**src/rtl/spq_pkg.sv**
```systemverilog
// ----------------------------------------------------------------------------
// spq_pkg - shared types and constants for the stable priority queue
// Sizes, operation and status codes, entry record and cell control.
// ----------------------------------------------------------------------------
`default_nettype none

package spq_pkg;

  localparam int CAPACITY       = 16;
  localparam int PRIORITY_WIDTH = 16;
  localparam int TAG_WIDTH      = 16;

  // count runs 0..CAPACITY inclusive
  localparam int COUNT_W = $clog2(CAPACITY + 1);

  // stream payload widths, padded to whole bytes
  localparam int S_DATA_BITS = PRIORITY_WIDTH + 3 * TAG_WIDTH;
  localparam int S_DATA_W    = ((S_DATA_BITS + 7) / 8) * 8;
  localparam int M_DATA_BITS = PRIORITY_WIDTH + 3 * TAG_WIDTH + COUNT_W + 1;
  localparam int M_DATA_W    = ((M_DATA_BITS + 7) / 8) * 8;

  typedef enum logic [1:0] {
    OP_PUSH  = 2'd0,
    OP_POP   = 2'd1,
    OP_PEEK  = 2'd2,
    OP_CLEAR = 2'd3
  } op_t;

  typedef enum logic [1:0] {
    ST_OK    = 2'd0,
    ST_EMPTY = 2'd1,
    ST_FULL  = 2'd2,
    ST_RSVD  = 2'd3
  } status_t;

  typedef struct packed {
    logic signed [PRIORITY_WIDTH-1:0] pri;
    logic [TAG_WIDTH-1:0]             effect;
    logic [TAG_WIDTH-1:0]             source;
    logic [TAG_WIDTH-1:0]             target;
  } entry_t;

  // per-cycle command broadcast to every cell
  typedef struct packed {
    logic push;
    logic pop;
  } cell_ctl_t;

endpackage

`default_nettype wire

```
**src/rtl/spq_cell.sv**
```systemverilog
// ----------------------------------------------------------------------------
// spq_cell - one slot of the sorted shift-register queue
// Holds one entry; on push it keeps, takes the new entry or shifts from the
// left neighbor; on pop it takes the right neighbor's entry.
// ----------------------------------------------------------------------------
`default_nettype none

module spq_cell
  import spq_pkg::*;
(
  input  wire logic      clk,
  input  wire cell_ctl_t ctl,
  input  wire entry_t    new_entry,
  input  wire entry_t    left_entry,
  input  wire logic      left_ge,
  input  wire entry_t    right_entry,
  input  wire logic      occupied,
  output entry_t         entry,
  output logic           ge
);

  entry_t entry_next;

  // held entry ranks at or above the new one (equal stays ahead)
  assign ge = occupied && ($signed(entry.pri) >= $signed(new_entry.pri));

  // slot update
  always_comb begin
    entry_next = entry;
    if (ctl.push) begin
      if (!ge) begin
        entry_next = left_ge ? new_entry : left_entry;
      end
    end else if (ctl.pop) begin
      entry_next = right_entry;
    end
  end

  always_ff @(posedge clk) begin
    entry <= entry_next;
  end

endmodule

`default_nettype wire

```
**src/rtl/stable_priority_queue_unit.sv**
```systemverilog
// ----------------------------------------------------------------------------
// stable_priority_queue_unit - bounded stable priority queue
// Row of sorted cells, highest priority in cell 0, older first among equals.
// ----------------------------------------------------------------------------
// Result: one per request, registered on m_tdata in the cycle after acceptance.
// Throughput: one request per cycle while the result register is free or taken by
//   m_tready; every cell updates from its neighbors in parallel, so the row compare and shift sets the pace.
// Reset: clears the entry count and the output valid; slot contents are not
//   cleared and are only read below the count.
`default_nettype none

module stable_priority_queue_unit
  import spq_pkg::*;
(
  input  wire logic                clk,
  input  wire logic                rst,
  input  wire logic                s_tvalid,
  output logic                     s_tready,
  input  wire logic [S_DATA_W-1:0] s_tdata,  // priority_req, effect_tag, source_tag, target_tag
  input  wire logic [1:0]          s_tuser,  // func
  output logic                     m_tvalid,
  input  wire logic                m_tready,
  output logic [M_DATA_W-1:0]      m_tdata,  // out_priority, out_effect, out_source,
                                             // out_target, entry_count, is_empty
  output logic [1:0]               m_tuser   // status
);

  logic [COUNT_W-1:0] held_count;
  logic [COUNT_W-1:0] held_count_next;
  logic               accept;
  op_t                op;
  logic               full;
  logic               empty;
  cell_ctl_t          ctl;
  entry_t             new_entry;
  entry_t             front;
  entry_t             res_entry;
  status_t            res_status;
  entry_t             cell_entry [CAPACITY];
  logic               cell_ge    [CAPACITY];

  // handshake: output register frees up when taken
  assign s_tready = !m_tvalid || m_tready;
  assign accept   = s_tvalid && s_tready;
  assign op       = op_t'(s_tuser);
  assign full     = (held_count == COUNT_W'(CAPACITY));
  assign empty    = (held_count == '0);

  // request payload unpack
  assign new_entry.pri    = s_tdata[PRIORITY_WIDTH-1:0];
  assign new_entry.effect = s_tdata[PRIORITY_WIDTH +: TAG_WIDTH];
  assign new_entry.source = s_tdata[PRIORITY_WIDTH + TAG_WIDTH +: TAG_WIDTH];
  assign new_entry.target = s_tdata[PRIORITY_WIDTH + 2 * TAG_WIDTH +: TAG_WIDTH];

  // cell commands, gated against full and empty
  assign ctl.push = accept && (op == OP_PUSH) && !full;
  assign ctl.pop  = accept && (op == OP_POP) && !empty;

  // cell row
  for (genvar i = 0; i < CAPACITY; i++) begin : g_cell
    entry_t left_e;
    logic   left_g;
    entry_t right_e;
    if (i == 0) begin : g_head
      assign left_e = new_entry;
      assign left_g = 1'b1;
    end else begin : g_body
      assign left_e = cell_entry[i-1];
      assign left_g = cell_ge[i-1];
    end
    if (i == CAPACITY - 1) begin : g_tail
      assign right_e = cell_entry[i];
    end else begin : g_inner
      assign right_e = cell_entry[i+1];
    end
    spq_cell u_cell (
      .clk         (clk),
      .ctl         (ctl),
      .new_entry   (new_entry),
      .left_entry  (left_e),
      .left_ge     (left_g),
      .right_entry (right_e),
      .occupied    (held_count > COUNT_W'(i)),
      .entry       (cell_entry[i]),
      .ge          (cell_ge[i])
    );
  end

  assign front = cell_entry[0];

  // count, status and returned entry
  always_comb begin
    held_count_next = held_count;
    res_status      = ST_OK;
    res_entry       = '0;
    case (op)
      OP_PUSH: begin
        if (full) begin
          res_status = ST_FULL;
        end else begin
          held_count_next = held_count + COUNT_W'(1);
        end
      end
      OP_POP, OP_PEEK: begin
        if (empty) begin
          res_status = ST_EMPTY;
        end else begin
          res_entry = front;
          if (op == OP_POP) begin
            held_count_next = held_count - COUNT_W'(1);
          end
        end
      end
      OP_CLEAR: begin
        held_count_next = '0;
      end
      default: begin
        held_count_next = held_count;
      end
    endcase
  end

  // control state
  always_ff @(posedge clk) begin
    if (rst) begin
      held_count <= '0;
      m_tvalid   <= 1'b0;
    end else begin
      if (accept) begin
        held_count <= held_count_next;
        m_tvalid   <= 1'b1;
      end else if (m_tready) begin
        m_tvalid <= 1'b0;
      end
    end
  end

  // result register
  always_ff @(posedge clk) begin
    if (accept) begin
      m_tuser <= res_status;
      m_tdata <= M_DATA_W'({(held_count_next == '0), held_count_next,
                            res_entry.target, res_entry.source,
                            res_entry.effect, res_entry.pri});
    end
  end

  // checks
  a_count_bound: assert property (@(posedge clk) disable iff (rst)
    held_count <= COUNT_W'(CAPACITY))
    else $error("entry count above capacity");

  a_clear_empties: assert property (@(posedge clk) disable iff (rst)
    accept && (op == OP_CLEAR) |=> held_count == '0)
    else $error("clear left entries behind");

  a_pop_count: assert property (@(posedge clk) disable iff (rst)
    ctl.pop |=> held_count == $past(held_count) - COUNT_W'(1))
    else $error("pop did not drop one entry");

  a_front_sorted: assert property (@(posedge clk) disable iff (rst)
    held_count >= COUNT_W'(2) |-> $signed(cell_entry[0].pri) >= $signed(cell_entry[1].pri))
    else $error("head cells out of order");

  a_empty_flag: assert property (@(posedge clk) disable iff (rst)
    m_tvalid |-> m_tdata[M_DATA_BITS-1]
                 == (m_tdata[M_DATA_BITS-2 -: COUNT_W] == '0))
    else $error("empty flag disagrees with count");

endmodule

`default_nettype wire
```
**config.mk**
```make
export PLATFORM = sky130hd
export DESIGN_NAME = stable_priority_queue_unit
export DESIGN_NICKNAME = d
export VERILOG_FILES = /design/src/rtl/spq_pkg.sv /design/src/rtl/spq_cell.sv /design/src/rtl/stable_priority_queue_unit.sv
export SDC_FILE = /design/constraint.sdc
export NUM_CORES = 2
export LEC_CHECK = 0
export BUFFER_PORTS_ARGS = -buffer_cell sky130_fd_sc_hd__buf_4
export CORE_AREA = 5 5 320 322
export DETAILED_ROUTE_END_ITERATION = 7
export DIE_AREA = 0 0 325 327
export PLACE_DENSITY = 0.75
export SLEW_MARGIN = 15
export SYNTH_ARGS = -nofsm -noshare
export SYNTH_HDL_FRONTEND = slang
export SYNTH_SLANG_ARGS = --single-unit
```
**constraint.sdc**
```tcl
create_clock -name clk -period 13.1 [get_ports clk]
set_input_delay 3.93 -clock clk [delete_from_list [all_inputs] [get_ports clk]]
set_output_delay 3.93 -clock clk [all_outputs]
set_load 0.1 [all_outputs]
```
---- After elaboration in Yosys (flattened, before gate mapping) ----
Index checks and enable logic that the tools add are counted.
storage, ports and cells
  register bits after elaboration ......... 1,102
  input bits .............................. 70
  output and inout port bits .............. 76
  word-level logic and storage cells ...... 241
operators by class
  add/subtract/negate cells ............... 2
  magnitude comparators ................... 32
  equal/unequal tests ..................... 19
  muxes and demuxes ....................... 69
  bitwise logic cells ..................... 2
  reductions and logical operators ........ 48
operator list
  operator                                              number
  2-to-1 mux 64 bit                                     60
  greater-or-equal comparator 16 bit                    16
  > comparator 5 x 4 -> 1 bit (second input constant)   8
  AND reduction 2 bit                                   16
  inequality test 2 bit (second input constant)         15
  logical AND 1 bit                                     21
  > comparator 5 x 3 -> 1 bit (second input constant)   4
  2-to-1 mux 5 bit                                      3
  one-hot mux 5 bit (3 select lines)                    1
  > comparator 5 x 1 -> 1 bit (second input constant)   2
  > comparator 5 x 2 -> 1 bit (second input constant)   2
  logical NOT 5 bit                                     2
  adder 5 x 1 -> 5 bit (second input constant)          1
  equality test 5 bit (second input constant)           1
  subtractor 5 x 1 -> 5 bit (second input constant)     1
  equality test 2 bit (second input constant)           2
  one-hot mux 2 bit (2 select lines)                    1
  nonzero test 2 bit                                    2
  OR reduction 2 bit                                    2
  logical NOT 1 bit                                     3
  2-to-1 mux 1 bit                                      3
  equality test 2 x 1 -> 1 bit (second input constant)  1
  logical NOT 2 bit                                     1
  2-to-1 mux 2 bit                                      1
  other kinds (2)                                       3

---- Logic depth before layout (Yosys ltp) ----
  depth in word-level cells ............... 7
  mapped depth ............................ 14
  depth with buffers taken out ............ 10

---- Cells and area by module ----
From an unflattened synthesis, not the netlist that was laid out.
unflattened totals
  cells, all modules ...................... 5,728
  area total of the unflattened synthesis .. 62,252.2 sq um
modules (own cells, without submodules)
  module                            times used  cells an instance  area each (sq um)  sequential area each (sq um)
  spq_cell at g_cell[0].u_cell ...  9           343                3,672.3            1,921.8
  spq_cell at g_cell[3].u_cell ...  7           339                3,676.0            1,921.8
  stable_priority_queue_unit        1           268                3,469.6            2,282.2

---- Worst setup path before layout ----
No wires, ideal clock.
  path type ............................... input-to-reg
  start ................................... input port m_tready
  end ..................................... register g_cell[15].u_cell.entry[0] (netlist bit), enable pin
  setup time .............................. 0.582 ns
  arrival ................................. 11.932 ns
  data required time ...................... 12.518 ns
  setup slack ............................. 0.586 ns
  cell stages on the path ................. 8
  path buffers ............................ 3
  cell sequence ........................... nand2b_1 -> nand2_1 -> inv_1 -> nand2_2 -> buf_2 -> buf_2 -> buf_2 -> a211oi_1
on the way
  cells in the longest elaborated chain, start to end .. 5
RTL lines
  what                             line                              RTL
  start, declared                  stable_priority_queue_unit.sv:22  input wire logic m_tready,
  logical OR 1 bit                 stable_priority_queue_unit.sv:43  assign s_tready = !m_tvalid || m_tready;
  logical AND 1 bit                stable_priority_queue_unit.sv:44  assign accept = s_tvalid && s_tready;
  via accept                       stable_priority_queue_unit.sv:30  logic accept;
  logical AND 1 bit (2 in series)  stable_priority_queue_unit.sv:56  assign ctl.push = accept && (op == OP_PUSH) && !full;
  AND reduction 2 bit (no line)    --
  end signal, assigned             spq_cell.sv:40                    entry <= entry_next;
  end, declared                    spq_cell.sv:18                    output entry_t entry,
The timed path passes the listed nets, and every way through them passes these cells.
A chain may end at the register's enable or synchronous reset.

---- Final worst setup path ----
  start ................................... input port m_tready
  end ..................................... output port s_tready
on the way
  cells in the longest elaborated chain, start to end .. 1
RTL lines
  what              line                              RTL
  logical OR 1 bit  stable_priority_queue_unit.sv:43
  end, declared     stable_priority_queue_unit.sv:18  output logic s_tready,
Every way passes these cells.

==> results summary <==
The die covers between 100,000 and 150,000 um^2. The number of design-rule violations left by the first detailed-router iteration is about 8,100. Measured on the finished design, the core utilization comes to 0.645. After synthesis the netlist holds a flip-flop and latch count of roughly 1,100. The number of top-level design ports came out at about 150. The CTS tree is built.

The overall die width is between 300 and 400 um. The worst setup path is launched from a primary input. Walking the worst path, the cells encountered are buf_4 > nand2b_1 > buf_4. The depth of the CTS H-tree came out at 3. The largest area contributor in the synthesized netlist is sky130_fd_sc_hd__edfxtp_1. For this run, design rule violations remaining after detail routing come to 0. Among the stages of the critical path, the cell type that occurs most often is sky130_fd_sc_hd__buf_4. Synthesis produced a netlist whose cell count is just under 6,000. Synthesis instantiated 59 different standard cells from the library. The worst-path cell with the longest stage delay is sky130_fd_sc_hd__buf_4. The post-layout net count came out at roughly 6,000. The adder-cell share of the synthesized area is 0.0561.

The min-delay analysis places its worst path in the category flip-flop to flip-flop. The number of clock buffers inserted by TritonCTS is around 110. The total power of the final layout came out at between 8 and 9 mW. The die is ~330 um tall. The largest single stage delay on the critical path is between 0.2 and 0.3 ns. The total via count after detailed routing came out at slightly below 50,000. The total of endpoints with negative setup slack in the final report came out at 0. The overall global routing resource usage is 0.358. Of the total synthesized cell area, the portion taken by XOR and XNOR cells is 0. The share of flip-flops with an asynchronous set or reset came out at 0. The worst clock skew came out at 0.0288 ns. The number of rows created at floorplan came out at 116. The total negative slack came out at 0 ns. STA classifies the critical path endpoint as a primary output. The clock period minus final worst setup slack is 8.38 ns. The final wirelength came out at a little under 200,000 um.

In this run the tool buffered the top-level ports with 143 buffer cells. The number of buffers inserted to repair setup after CTS is 0. After synthesis, the mean cell area works out to 9.88 um^2.

The area added between synthesis and finish came out at 8.62%. The initial antenna violation count came out at 13. The core outline area is a little under 100,000 um^2.

The global-route wire length before repair came out at between 200,000 and 300,000 um. The post-synthesis sequential area ratio came out at 0.561. After synthesis, the largest family of logic cells by area is compound AO/OA/AOI/OAI gates. Registers take 33,000 um^2. In the final layout, the multi-input gates occupy ~24,000 um^2. The number of enable flip-flop cells after synthesis came out at ~1,100. The top-area cell type share of the netlist area came out at 0.559. The total power density per cell area came out at roughly 140 nW/um^2. The compound-gate portion of the synthesized area is 0.169. Along the worst path, the maximum fanout reaches 3. The max-cap check violation count is 0. The final count of hold timing violations came to 0. In this run the clock root is driven by a sky130_fd_sc_hd__clkbuf_16. The Yosys step of the flow raised 0 warnings.

Among all flip-flop cells after synthesis, the most frequent one is sky130_fd_sc_hd__edfxtp_1. The ratio of routed vias to standard cells came out at roughly 7. In this run the cell area of the synthesized design comes to roughly 59,000 um^2. The pin count of the biggest net entering global routing is between 150 and 200. The fill cell instance count of the final layout came out at ~7,800. Of the total synthesized cell area, the portion taken by AND, OR, NAND and NOR gates is 0.158. Buffers inserted to repair hold after CTS numbered 0. Setup repair after global routing left no endpoint under its margin. The number of routed nets with antenna violations is 0. The number of global-route vias before repair came out at 46,200. The run finished with clean final reports. In the final layout, the share of cells above drive strength 1 is 0.0894.

The relative slew slack is 0.202. After clock tree synthesis, the repair step resized 0 gates. The overall overflow remaining after global route is 0.

The clock drives approximately 1,100 sinks. The congestion estimate from routability-driven global placement came to roughly 1.0. The data required time of the worst path came out at 9.17 ns. The post-route fraction of the period consumed by the critical path is 0.640.

The clock transition at the register clock pins on the worst setup and hold paths after CTS is ~0.070 ns. At the worst endpoint, the arrival time is between 4 and 5 ns. The HPWL after detailed placement is 118,000 um.

Derived from the worst setup path, the maximum achievable clock frequency is 0.119 GHz. The final number of max-transition violations is 0. The analysis attributes to cell leakage a power of approximately 25 nW. Ranked by total cell area, the synthesized netlist is headed by sky130_fd_sc_hd__edfxtp_1, sky130_fd_sc_hd__a21oi_1, sky130_fd_sc_hd__nand2_1, sky130_fd_sc_hd__ha_1, sky130_fd_sc_hd__o211ai_1. VDD sags by at most 115 uV. The starting density of the core is 0.593. The actual transition at the worst max-transition pin is between 1 and 1.5 ns. The first detailed-routing pass took 8 iterations. The clock latency at the later pin of the worst-skew pair came out at 0.73 ns. The critical path is of the primary input to primary output type. The longest clock path from root to sink contains 3 buffers. Of the post-synthesis cell area, the part taken by muxes is 0.0141. After detailed routing, the average wire length per cell comes to roughly 28 um.
[stage by stage]
stage / cell area [um^2] / setup slack (ns) / std cells / hold slack [ns]
global route: 64000 / 4.70 / 7181 / 0.579
finish: 64000 / 4.72 / 7186 / 0.550
global placement: 60300 / 4.45 / 6973 / 0.508
CTS: 63900 / 4.72 / 7179 / 0.548
floorplan: 58900 / 0.586 / 5962 / 0.513
detailed placement: 60300 / 4.41 / 6973 / 0.530
[logic make-up (layout without fill, tap and decap cells)]
| logic type | count (synthesis) | after routing |
|---|---|---|
| compound gates | 1725 | 1725 |
| fa+ha+maj | 264 | 264 |
| buf+inv | 560 | 480 |
| flops | 1102 | 1102 |
| mux | 74 | 74 |
| other cells | 1 | 8 |
| simple gates | 2235 | 2235 |
[placed cells by master (no fill, tap or decap), types with 6 or more instances in the layout]
cell type	netlist	routed
sky130_fd_sc_hd__o211ai_1	338	338
sky130_fd_sc_hd__o221ai_1	11	11
sky130_fd_sc_hd__inv_1	48	47
sky130_fd_sc_hd__a2111oi_0	7	7
sky130_fd_sc_hd__and3_1	74	72
sky130_fd_sc_hd__clkbuf_16	0	116
sky130_fd_sc_hd__clkinv_2	0	21
sky130_fd_sc_hd__o21ai_4	0	15
sky130_fd_sc_hd__nand2b_1	7	7
sky130_fd_sc_hd__a22oi_1	7	7
sky130_fd_sc_hd__edfxtp_1	1096	1096
sky130_fd_sc_hd__clkinvlp_4	0	7
sky130_fd_sc_hd__nand2_1	1113	1106
sky130_fd_sc_hd__dfxtp_1	6	6
sky130_fd_sc_hd__mux2_2	70	70
sky130_fd_sc_hd__bufinv_16	0	9
sky130_fd_sc_hd__a211oi_1	11	10
sky130_fd_sc_hd__nand2_4	0	6
sky130_fd_sc_hd__o21ai_0	76	61
sky130_fd_sc_hd__a21oi_2	15	15
sky130_fd_sc_hd__clkbuf_1	246	18
sky130_fd_sc_hd__diode_2	0	6
sky130_fd_sc_hd__ha_1	264	263
sky130_fd_sc_hd__buf_4	8	221
sky130_fd_sc_hd__nor2_1	581	578
sky130_fd_sc_hd__nand3_1	367	364
sky130_fd_sc_hd__nor2b_1	14	14
sky130_fd_sc_hd__nand4_1	40	40
sky130_fd_sc_hd__o21a_1	8	8
sky130_fd_sc_hd__clkinv_1	1	29
sky130_fd_sc_hd__a21o_1	48	48
sky130_fd_sc_hd__nor3_1	9	9
sky130_fd_sc_hd__a21oi_1	1166	1166
[Yosys cell counts, types with 5 or more instances]
cell and number:
sky130_fd_sc_hd__o221ai_1 11, sky130_fd_sc_hd__clkbuf_1 246, sky130_fd_sc_hd__nor2b_1 14, sky130_fd_sc_hd__a22oi_1 7, sky130_fd_sc_hd__buf_6 16, sky130_fd_sc_hd__nand4_1 40
sky130_fd_sc_hd__mux2_2 70, sky130_fd_sc_hd__and2_1 9, sky130_fd_sc_hd__a21oi_2 15, sky130_fd_sc_hd__buf_1 52, sky130_fd_sc_hd__a2111oi_0 7, sky130_fd_sc_hd__edfxtp_1 1096
sky130_fd_sc_hd__a211oi_1 11, sky130_fd_sc_hd__nand2b_1 7, sky130_fd_sc_hd__o21a_1 8, sky130_fd_sc_hd__inv_1 48, sky130_fd_sc_hd__nand3_1 367, sky130_fd_sc_hd__o211ai_2 5
sky130_fd_sc_hd__o211ai_1 338, sky130_fd_sc_hd__o21ai_0 76, sky130_fd_sc_hd__nand2_1 1113, sky130_fd_sc_hd__a21oi_1 1166, sky130_fd_sc_hd__nor2_1 581, sky130_fd_sc_hd__buf_2 188
sky130_fd_sc_hd__dfxtp_1 6, sky130_fd_sc_hd__buf_4 8, sky130_fd_sc_hd__ha_1 264, sky130_fd_sc_hd__a21o_1 48, sky130_fd_sc_hd__a221oi_1 5, sky130_fd_sc_hd__and3_1 74
sky130_fd_sc_hd__nor3_1 9
[routing by layer]
| layer | GRT usage | up-vias | part of all wire |
|---|---|---|---|
| met3 | 0.0844 | 615 | 0.14 |
| li1 | - | 21400 | - |
| met4 | 0.151 | 8 | 0.047 |
| met1 | 0.505 | 23800 | 0.38 |
| met2 | 0.537 | 3711 | 0.44 |
| met5 | 0 | - | 0.00035 |
[state kept, by name, indices dropped and copies added, names as in the netlist]
signal / count
m_tvalid: 1
held_count: 5
m_tuser: 2
g_cell.u_cell.entry: 1024
m_tdata: 70
[where the power goes]
part           switching [mW]  leakage, nW  internal, mW  total, mW
clock                    1.45         1.76          1.80       3.25
sequential              0.120         10.2          4.12       4.24
combinational            1.03         12.8         0.340       1.37
[worst max-delay path, delay by kind of cell]
| family | cells | cell delay [ns] |
|---|---|---|
| buffers and inverters | 2 | 0.35 |
| AND/OR/NAND/NOR | 1 | 0.17 |
[worst paths after layout]
check	cells past startpoint	endpoint	slack (ns)	from
min	2	g_cell[0].u_cell.entry[1]	0.55	g_cell[1].u_cell.entry[1]
max	3	s_tready	4.72	m_tready
max reg2reg	10	g_cell[8].u_cell.entry[26]	7.98	held_count[1]
min reg2reg	2	g_cell[0].u_cell.entry[1]	0.55	g_cell[1].u_cell.entry[1]
[cell type report]
| class | instances | share of cell area |
|---|---|---|
| Multi-Input combinational cell | 4300 | 0.371 |
| Timing Repair Buffer | 225 | 0.0273 |
| Inverter | 49 | 0.00291 |
| Sequential cell | 1102 | 0.516 |
| Antenna cell | 6 | 0.000235 |
| Clock inverter | 71 | 0.0103 |
| Tap cell | 1298 | 0.0254 |
| Clock buffer | 135 | 0.0466 |
Note: power is estimated with default switching activity, not from simulation.
